$ cat src/gnss_ps_pkg.sv
// Shared widths, constants and sequencer state codes for the GNSS position smoother.
// Used by gnss_position_smoother_top; depends on nothing else.
`default_nettype none

package gnss_ps_pkg;

  localparam int TIME_W   = 30;
  localparam int POS_W    = 36;
  localparam int VEL_W    = 24;
  localparam int DT_W     = 32;
  localparam int PROD_W   = VEL_W + DT_W;          // velocity times dt
  localparam int PRED_W   = 48;                    // predicted position, full width
  localparam int ACC_W    = 66;                    // blend accumulator
  localparam int MOVE_SH  = 10;                    // 1/1024 s time unit
  localparam int BLEND_SH = 16;                    // Q16 weights
  localparam int NP_W     = ACC_W - BLEND_SH;      // blended position before saturation

  localparam int DEFAULT_AXIS_COUNT = 3;
  localparam int MAX_AXES           = 3;

  // stream payload layout, lowest bit first
  localparam int TDATA_W   = 216;
  localparam int TUSER_W   = 1;
  localparam int TIME_LSB  = 0;
  localparam int POS_LSB   = TIME_LSB + TIME_W;
  localparam int VEL_LSB   = POS_LSB + MAX_AXES * POS_W;
  localparam int DATA_BITS = VEL_LSB + MAX_AXES * VEL_W;

  localparam logic signed [DT_W-1:0] WEEK_TICKS      = 32'sd619315200;
  localparam logic signed [DT_W-1:0] HALF_WEEK_TICKS = 32'sd309657600;

  // 0.8 = 4 * 0.2 + 1 LSB in Q16, so the blend is W_MEAS * (4 * pred + meas) + pred
  localparam logic signed [ACC_W-1:0] W_MEAS     = 66'sd13107;
  localparam logic signed [ACC_W-1:0] BLEND_HALF = 66'sd32768;
  localparam logic signed [PROD_W:0]  MOVE_HALF  = 57'sd512;

  localparam logic signed [POS_W-1:0] POS_MAX = {1'b0, {(POS_W-1){1'b1}}};
  localparam logic signed [POS_W-1:0] POS_MIN = {1'b1, {(POS_W-1){1'b0}}};

  typedef enum logic [6:0] {
    ST_IDLE  = 7'b0000001,
    ST_DT    = 7'b0000010,
    ST_MUL   = 7'b0000100,
    ST_PRED  = 7'b0001000,
    ST_BLEND = 7'b0010000,
    ST_SAT   = 7'b0100000,
    ST_DONE  = 7'b1000000
  } seq_state_t;

endpackage

`default_nettype wire

$ cat src/gnss_position_smoother_top.sv
// GNSS position smoother: velocity-aided alpha filter over ECEF position fixes.
// Depends on gnss_ps_pkg for widths, constants and sequencer codes.
//
// One fix in, one result out. Before the filter holds an estimate, a fix flagged
// new loads it; every later fix is smoothed: dt is taken from the stored time and
// wrapped once across the week boundary, each axis is predicted as position plus
// velocity times dt (rounded from 1/1024 s), blended 0.8 prediction / 0.2
// measurement, and saturated to 36 bits; velocity and time are replaced.
// The datapath is one shared signed multiplier (velocity x dt) and one blend
// multiply-add, run per axis under a sequencer: DT, then MUL, PRED, BLEND and
// SAT for each axis, then DONE; a loading or ignored fix goes straight to DONE.
// The input is not ready while a fix is in work; the result sits in an output
// register, so the next fix is taken while the result waits downstream.
`default_nettype none

module gnss_position_smoother_top #(
  parameter int AXIS_COUNT = gnss_ps_pkg::DEFAULT_AXIS_COUNT
) (
  input  wire logic                             clk,
  input  wire logic                             rst,
  input  wire logic                             s_axis_tvalid,
  output logic                                  s_axis_tready,
  // time_of_week[29:0], meas_pos_x/y/z[36 each], meas_vel_x/y/z[24 each], zero pad
  input  wire logic [gnss_ps_pkg::TDATA_W-1:0]  s_axis_tdata,
  // fix_is_new
  input  wire logic [gnss_ps_pkg::TUSER_W-1:0]  s_axis_tuser,
  output logic                                  m_axis_tvalid,
  input  wire logic                             m_axis_tready,
  // out_time[29:0], smooth_pos_x/y/z[36 each], held_vel_x/y/z[24 each], zero pad
  output logic [gnss_ps_pkg::TDATA_W-1:0]       m_axis_tdata,
  // is_initialized
  output logic [gnss_ps_pkg::TUSER_W-1:0]       m_axis_tuser
);

  localparam int TIME_W  = gnss_ps_pkg::TIME_W;
  localparam int POS_W   = gnss_ps_pkg::POS_W;
  localparam int VEL_W   = gnss_ps_pkg::VEL_W;
  localparam int DT_W    = gnss_ps_pkg::DT_W;
  localparam int PROD_W  = gnss_ps_pkg::PROD_W;
  localparam int PRED_W  = gnss_ps_pkg::PRED_W;
  localparam int ACC_W   = gnss_ps_pkg::ACC_W;
  localparam int NP_W    = gnss_ps_pkg::NP_W;
  localparam int MOVE_W  = PROD_W + 1 - gnss_ps_pkg::MOVE_SH;
  localparam int NAXES   = gnss_ps_pkg::MAX_AXES;
  localparam int AX_W    = (AXIS_COUNT > 1) ? $clog2(AXIS_COUNT) : 1;
  localparam logic [AX_W-1:0] AX_LAST = AX_W'(AXIS_COUNT - 1);

  // estimate state
  gnss_ps_pkg::seq_state_t state;
  logic                           init_flag;
  logic        [TIME_W-1:0]       est_time;
  logic signed [POS_W-1:0]        est_pos [AXIS_COUNT];
  logic signed [VEL_W-1:0]        est_vel [AXIS_COUNT];

  // captured fix
  logic        [TIME_W-1:0]       fix_time;
  logic signed [POS_W-1:0]        fix_pos [AXIS_COUNT];
  logic signed [VEL_W-1:0]        fix_vel [AXIS_COUNT];

  // shared datapath registers
  logic        [AX_W-1:0]         ax;
  logic signed [DT_W-1:0]         dt;
  logic signed [PROD_W-1:0]       prod;
  logic signed [PRED_W-1:0]       pred;
  logic signed [ACC_W-1:0]        acc;

  // output register
  logic                           out_init;
  logic        [TIME_W-1:0]       out_time;
  logic signed [POS_W-1:0]        out_pos [NAXES];
  logic signed [VEL_W-1:0]        out_vel [NAXES];

  logic                           in_xfer;
  logic                           out_free;
  logic signed [POS_W-1:0]        in_pos [NAXES];
  logic signed [VEL_W-1:0]        in_vel [NAXES];
  logic signed [POS_W-1:0]        view_pos [NAXES];
  logic signed [VEL_W-1:0]        view_vel [NAXES];

  logic signed [DT_W-1:0]         dt_raw;
  logic signed [DT_W-1:0]         dt_wrap;
  logic signed [PROD_W:0]         move_sum;
  logic signed [MOVE_W-1:0]       move;
  logic signed [ACC_W-1:0]        blend_in;
  logic signed [NP_W-1:0]         np;
  logic                           np_ovf;
  logic signed [POS_W-1:0]        np_sat;

  assign in_xfer       = s_axis_tvalid && s_axis_tready;
  assign out_free      = !m_axis_tvalid || m_axis_tready;
  assign s_axis_tready = (state == gnss_ps_pkg::ST_IDLE);

  for (genvar a = 0; a < NAXES; a++) begin : g_axis
    assign in_pos[a] = s_axis_tdata[gnss_ps_pkg::POS_LSB + a*POS_W +: POS_W];
    assign in_vel[a] = s_axis_tdata[gnss_ps_pkg::VEL_LSB + a*VEL_W +: VEL_W];
    if (a < AXIS_COUNT) begin : g_live
      assign view_pos[a] = est_pos[a];
      assign view_vel[a] = est_vel[a];
    end else begin : g_off
      assign view_pos[a] = '0;
      assign view_vel[a] = '0;
    end
    assign m_axis_tdata[gnss_ps_pkg::POS_LSB + a*POS_W +: POS_W] = out_pos[a];
    assign m_axis_tdata[gnss_ps_pkg::VEL_LSB + a*VEL_W +: VEL_W] = out_vel[a];
  end

  assign m_axis_tdata[gnss_ps_pkg::TIME_LSB +: TIME_W] = out_time;
  assign m_axis_tdata[gnss_ps_pkg::TDATA_W-1:gnss_ps_pkg::DATA_BITS] = '0;
  assign m_axis_tuser = gnss_ps_pkg::TUSER_W'(out_init);

  // elapsed time, wrapped once across the week boundary
  always_comb begin
    dt_raw = DT_W'($signed({2'b00, fix_time})) - DT_W'($signed({2'b00, est_time}));
    if (dt_raw < -gnss_ps_pkg::HALF_WEEK_TICKS) begin
      dt_wrap = dt_raw + gnss_ps_pkg::WEEK_TICKS;
    end else if (dt_raw > gnss_ps_pkg::HALF_WEEK_TICKS) begin
      dt_wrap = dt_raw - gnss_ps_pkg::WEEK_TICKS;
    end else begin
      dt_wrap = dt_raw;
    end
  end

  // round half up from 1/1024 s, then the blend operand 4 * pred + meas
  always_comb begin
    move_sum = (PROD_W+1)'(prod) + gnss_ps_pkg::MOVE_HALF;
    move     = move_sum[PROD_W:gnss_ps_pkg::MOVE_SH];
    blend_in = (ACC_W'(pred) <<< 2) + ACC_W'(fix_pos[ax]);
  end

  // floor by 2^16 and clamp to the 36-bit range
  always_comb begin
    np     = acc[ACC_W-1:gnss_ps_pkg::BLEND_SH];
    np_ovf = !((&np[NP_W-1:POS_W-1]) || !(|np[NP_W-1:POS_W-1]));
    if (np_ovf) begin
      np_sat = np[NP_W-1] ? gnss_ps_pkg::POS_MIN : gnss_ps_pkg::POS_MAX;
    end else begin
      np_sat = np[POS_W-1:0];
    end
  end

  always_ff @(posedge clk) begin
    if (rst) begin
      state         <= gnss_ps_pkg::ST_IDLE;
      init_flag     <= 1'b0;
      est_time      <= '0;
      ax            <= '0;
      m_axis_tvalid <= 1'b0;
      for (int i = 0; i < AXIS_COUNT; i++) begin
        est_pos[i] <= '0;
        est_vel[i] <= '0;
      end
    end else begin
      // offer a finished fix, else drop valid once the transfer completes
      if (state == gnss_ps_pkg::ST_DONE && out_free) begin
        m_axis_tvalid <= 1'b1;
      end else if (m_axis_tready) begin
        m_axis_tvalid <= 1'b0;
      end
      case (state)
        gnss_ps_pkg::ST_IDLE: begin
          if (in_xfer) begin
            fix_time <= s_axis_tdata[gnss_ps_pkg::TIME_LSB +: TIME_W];
            for (int i = 0; i < AXIS_COUNT; i++) begin
              fix_pos[i] <= in_pos[i];
              fix_vel[i] <= in_vel[i];
            end
            ax <= '0;
            if (init_flag) begin
              state <= gnss_ps_pkg::ST_DT;
            end else begin
              // load the estimate straight from a new fix, else hold
              if (s_axis_tuser[0]) begin
                for (int i = 0; i < AXIS_COUNT; i++) begin
                  est_pos[i] <= in_pos[i];
                  est_vel[i] <= in_vel[i];
                end
                est_time  <= s_axis_tdata[gnss_ps_pkg::TIME_LSB +: TIME_W];
                init_flag <= 1'b1;
              end
              state <= gnss_ps_pkg::ST_DONE;
            end
          end
        end
        gnss_ps_pkg::ST_DT: begin
          dt    <= dt_wrap;
          state <= gnss_ps_pkg::ST_MUL;
        end
        gnss_ps_pkg::ST_MUL: begin
          prod  <= PROD_W'(est_vel[ax]) * PROD_W'(dt);
          state <= gnss_ps_pkg::ST_PRED;
        end
        gnss_ps_pkg::ST_PRED: begin
          pred  <= PRED_W'(est_pos[ax]) + PRED_W'(move);
          state <= gnss_ps_pkg::ST_BLEND;
        end
        gnss_ps_pkg::ST_BLEND: begin
          acc   <= blend_in * gnss_ps_pkg::W_MEAS + ACC_W'(pred) + gnss_ps_pkg::BLEND_HALF;
          state <= gnss_ps_pkg::ST_SAT;
        end
        gnss_ps_pkg::ST_SAT: begin
          est_pos[ax] <= np_sat;
          est_vel[ax] <= fix_vel[ax];
          if (ax == AX_LAST) begin
            est_time <= fix_time;
            state    <= gnss_ps_pkg::ST_DONE;
          end else begin
            ax    <= ax + 1'b1;
            state <= gnss_ps_pkg::ST_MUL;
          end
        end
        gnss_ps_pkg::ST_DONE: begin
          // hold until the output register is free
          if (out_free) begin
            state <= gnss_ps_pkg::ST_IDLE;
          end
        end
        default: begin
          state <= gnss_ps_pkg::ST_IDLE;
        end
      endcase
    end
  end

  // result payload, loaded as the transfer is offered
  always_ff @(posedge clk) begin
    if (state == gnss_ps_pkg::ST_DONE && out_free) begin
      out_init <= init_flag;
      out_time <= est_time;
      for (int i = 0; i < NAXES; i++) begin
        out_pos[i] <= view_pos[i];
        out_vel[i] <= view_vel[i];
      end
    end
  end

  a_init_sticky: assert property (@(posedge clk) disable iff (rst)
    init_flag |=> init_flag)
    else $error("initialized flag fell without reset");

  a_result_offered: assert property (@(posedge clk) disable iff (rst)
    (state == gnss_ps_pkg::ST_DONE && out_free) |=> m_axis_tvalid)
    else $error("finished fix not offered on the output");

  a_accept_path: assert property (@(posedge clk) disable iff (rst)
    in_xfer |=> (state == gnss_ps_pkg::ST_DT || state == gnss_ps_pkg::ST_DONE))
    else $error("accepted fix did not start the sequencer");

  a_axis_range: assert property (@(posedge clk) disable iff (rst)
    (state == gnss_ps_pkg::ST_MUL || state == gnss_ps_pkg::ST_SAT) |-> (ax <= AX_LAST))
    else $error("axis counter past the last axis");

  a_result_init: assert property (@(posedge clk) disable iff (rst)
    (m_axis_tvalid && m_axis_tuser[0]) |-> init_flag)
    else $error("result claims an estimate the filter does not hold");

endmodule

`default_nettype wire
$ cat config.mk
export PLATFORM = sky130hd
export DESIGN_NAME = gnss_position_smoother_top
export DESIGN_NICKNAME = d
export VERILOG_FILES = /design/src/gnss_ps_pkg.sv /design/src/gnss_position_smoother_top.sv
export SDC_FILE = /design/constraint.sdc
export NUM_CORES = 2
export LEC_CHECK = 0
export ABC_AREA = 0
export BUFFER_PORTS_ARGS = -buffer_cell sky130_fd_sc_hd__buf_2
export CORE_MARGIN = 1
export CORE_UTILIZATION = 64
export CTS_BUF_LIST = sky130_fd_sc_hd__clkbuf_8 sky130_fd_sc_hd__clkbuf_16
export CTS_CLUSTER_SIZE = 10
export DETAILED_ROUTE_END_ITERATION = 16
export PLACE_DENSITY = 0.83
export SYNTH_ARGS = -nofsm -noshare
export SYNTH_HDL_FRONTEND = slang
export SYNTH_SLANG_ARGS = --single-unit
$ cat constraint.sdc
create_clock -name clk -period 16.1 [get_ports clk]
set_input_delay 3.22 -clock clk [delete_from_list [all_inputs] [get_ports clk]]
set_output_delay 3.22 -clock clk [all_outputs]
set_load 0.1 [all_outputs]
==> impl_results.md <==
- First-pass GRT wire length: 345000 um
- Status: finished clean
- RSZ-0062 raised after global routing: no
- Sequential area share after synthesis: 31.9%
- Number of port buffers: 427
- Asr flop ratio synth: 0%
- Via-to-Cell Ratio: 6.10
- Syn Area/Cell: 11.1 um^2
- # hold bufs at CTS: 0
- Slowest stage cell, crit path: dfxtp_4
- DRC Markers: 0
- Initial antenna violation count: 30
- Vias after detailed routing: 57300
- Commonest non-fill, non-tap cells in the layout: inv_1, fa_1, edfxtp_1
- Die height: 359 um
- CP Max Fanout: 38
- EDFF count, synth: 838
- Clk_lat worst skew: 760 ps
- Routed wire length: 227000 um
- Largest area contributor in the netlist: edfxtp_1
- Startpoint types: flip-flop
- Total congestion overflow: 0
- Post-CTS Setup Bufs: 0
- Root Driver: clkbuf_16
- WS Path Type: reg -> reg
- Top_reg_cell synth: edfxtp_1
- Top post-synthesis cells by area: edfxtp_1, fa_1, ha_1, inv_1, nand2_1
- Die width: 359 um
- Clock sinks: 881
- Io pins: 440
- Post-CTS Resized: 0
- Fmax: 85.7 MHz
- Fin crit share: 72.5%
- Setup_tns: 0 ps
- Top cell type's share of synthesized area: 30.9%
- Std cell rows: 130
- Clk buf depth: 3
- Core Region: 0.126 mm^2
- Synth cell types: 90
- Commonest non-fill, non-tap cell in the layout: inv_1
- Post-Syn Area: 0.0815 mm^2
- TritonCTS clock tree: yes
- Nets@finish: 9556
- CP endpoint kind: flip-flop
- Actual slew at the worst max-slew pin: 1260 ps
- Ys Warns: 0
- Total GRT Usage: 35.9%
- Initial DRC count: 5794
- Crit path largest cell delay: 880 ps
- Max-Cap Viols: 0
- Register bit total from synthesis: 881
- Largest net degree at the start of global routing: 181
- Crit path DAT: 12140 ps
- Clock transition at path regs: 60 ps
- Relative slew slack: 16.1%
- Pre-antenna DRT Iters: 6
- Final min period: 11670 ps
- Die Area: 0.129 mm^2
- DP HPWL: 171000 um
- Number of global-route vias before repair: 59900
- Post-Syn Instances: 7353
- Area Growth Syn to Fin: 8.41%
- Final Setup Violations: 0
- Fin. Hold Viols: 0
- H-tree Lvls: 3
- Worst Path Required: 16570 ps
- WL/cell: 24.1 um
- Antenna viol nets, final: 0
- CTS buffer count: 103
- Max-slew violations: 0
- Worst Hold Class: reg -> reg
- Hold WS: 432 ps
- Share of layout cells above drive strength 1: 9.69%
- Initial core utilization: 64.7%
- Clk_skew: 56.5 ps
- GPL Wtd Cong: 0.959
==> metrics by stage <==
step,std cells,instance area [um^2],util (%),worst slack (ps)
final,9400,88300,70.1,4430
after global routing,9382,88300,70.1,3990
after CTS,9376,88300,70.1,4660
after detailed placement,9226,85300,67.8,4720
after global placement,9226,85300,67.8,4930
after floorplan,7358,81500,-,2710
==> registers in the layout, indices dropped and copies added (netlist names), 48 cells and up, named ones only <==
| name | count |
|---|---|
| fix_vel | 72 |
| acc | 50 |
| pred | 48 |
| out_vel | 72 |
| out_pos | 108 |
| est_vel | 96 |
| est_pos | 144 |
| fix_pos | 108 |
==> critical path: cells and delay by family, from the launching register on <==
kind	cells	cell delay [ps]
xor+xnor	2	380
compound gates	15	4450
flops	1	880
mux	1	150
buf+inv	3	850
simple gates	6	1070
fa+ha+maj	8	3460
==> logic make-up (layout without fill, tap and decap cells) <==
family,count (synthesis),after routing,share of synthesized area [%]
fa+ha+maj,1654,1654,35.4
buf+inv,1601,1969,7.42
simple gates,1565,1565,9.06
compound gates,1117,1117,9.23
flops,881,881,31.9
xor+xnor,373,373,4.04
mux,161,161,2.90
other cells,1,30,0.00460
==> metal layers <==
layer | share of wire (%) | track usage, % | vias to the layer above
met1 | 35 | 44.6 | 28400
met3 | 12 | 9.81 | 751
met5 | 0.080 | 0 | -
li1 | - | - | 24900
met4 | 6.5 | 20.4 | 28
met2 | 46 | 57.0 | 3330
==> layout make-up <==
| type | count | area, um^2 |
|---|---|---|
| Antenna cell | 24 | 60.1 |
| Fill cell | 8757 | 37600 |
| Tap cell | 1650 | 2060 |
| Inverter | 1313 | 4930 |
| Multi-Input combinational cell | 4876 | 49500 |
| Clock inverter | 44 | 293 |
| Timing Repair Buffer | 506 | 2760 |
| Clock buffer | 106 | 2640 |
| Sequential cell | 881 | 26000 |
==> Yosys cell counts (12+ instances only) <==
library cell	count
and3_1	36
buf_1	14
o21ai_0	210
and4_1	16
edfxtp_1	838
a211oi_1	47
a311oi_1	12
nor4_1	13
xnor2_1	222
fa_1	1085
a21o_1	235
a22o_1	108
o21bai_1	27
nor2b_1	48
nor2_1	184
nor3_1	33
nand2b_1	69
and2_1	260
mux2i_1	98
mux4_2	60
nand4_1	45
nand3_1	68
o21a_1	32
o211ai_1	15
a21oi_1	253
clkbuf_1	263
xor2_1	148
dfxtp_1	43
o21ai_1	25
nand2_1	760
ha_1	569
inv_1	1313
a31oi_1	25
==> path summary, 6_finish.rpt <==
| check | cells after the start | slack (ps) | end | startpoint |
|---|---|---|---|---|
| max | 35 | 4430 | acc[60] | flip-flop |
| min | 0 | 430 | out_vel[0][58] | est_vel[2][10] |
| max reg2reg | 35 | 4430 | acc[60] | flip-flop |
| min reg2reg | 0 | 430 | out_vel[0][58] | est_vel[2][10] |
Power is not shown: default switching activity piles up to over one toggle a cycle in this logic, so the estimate is an artifact.
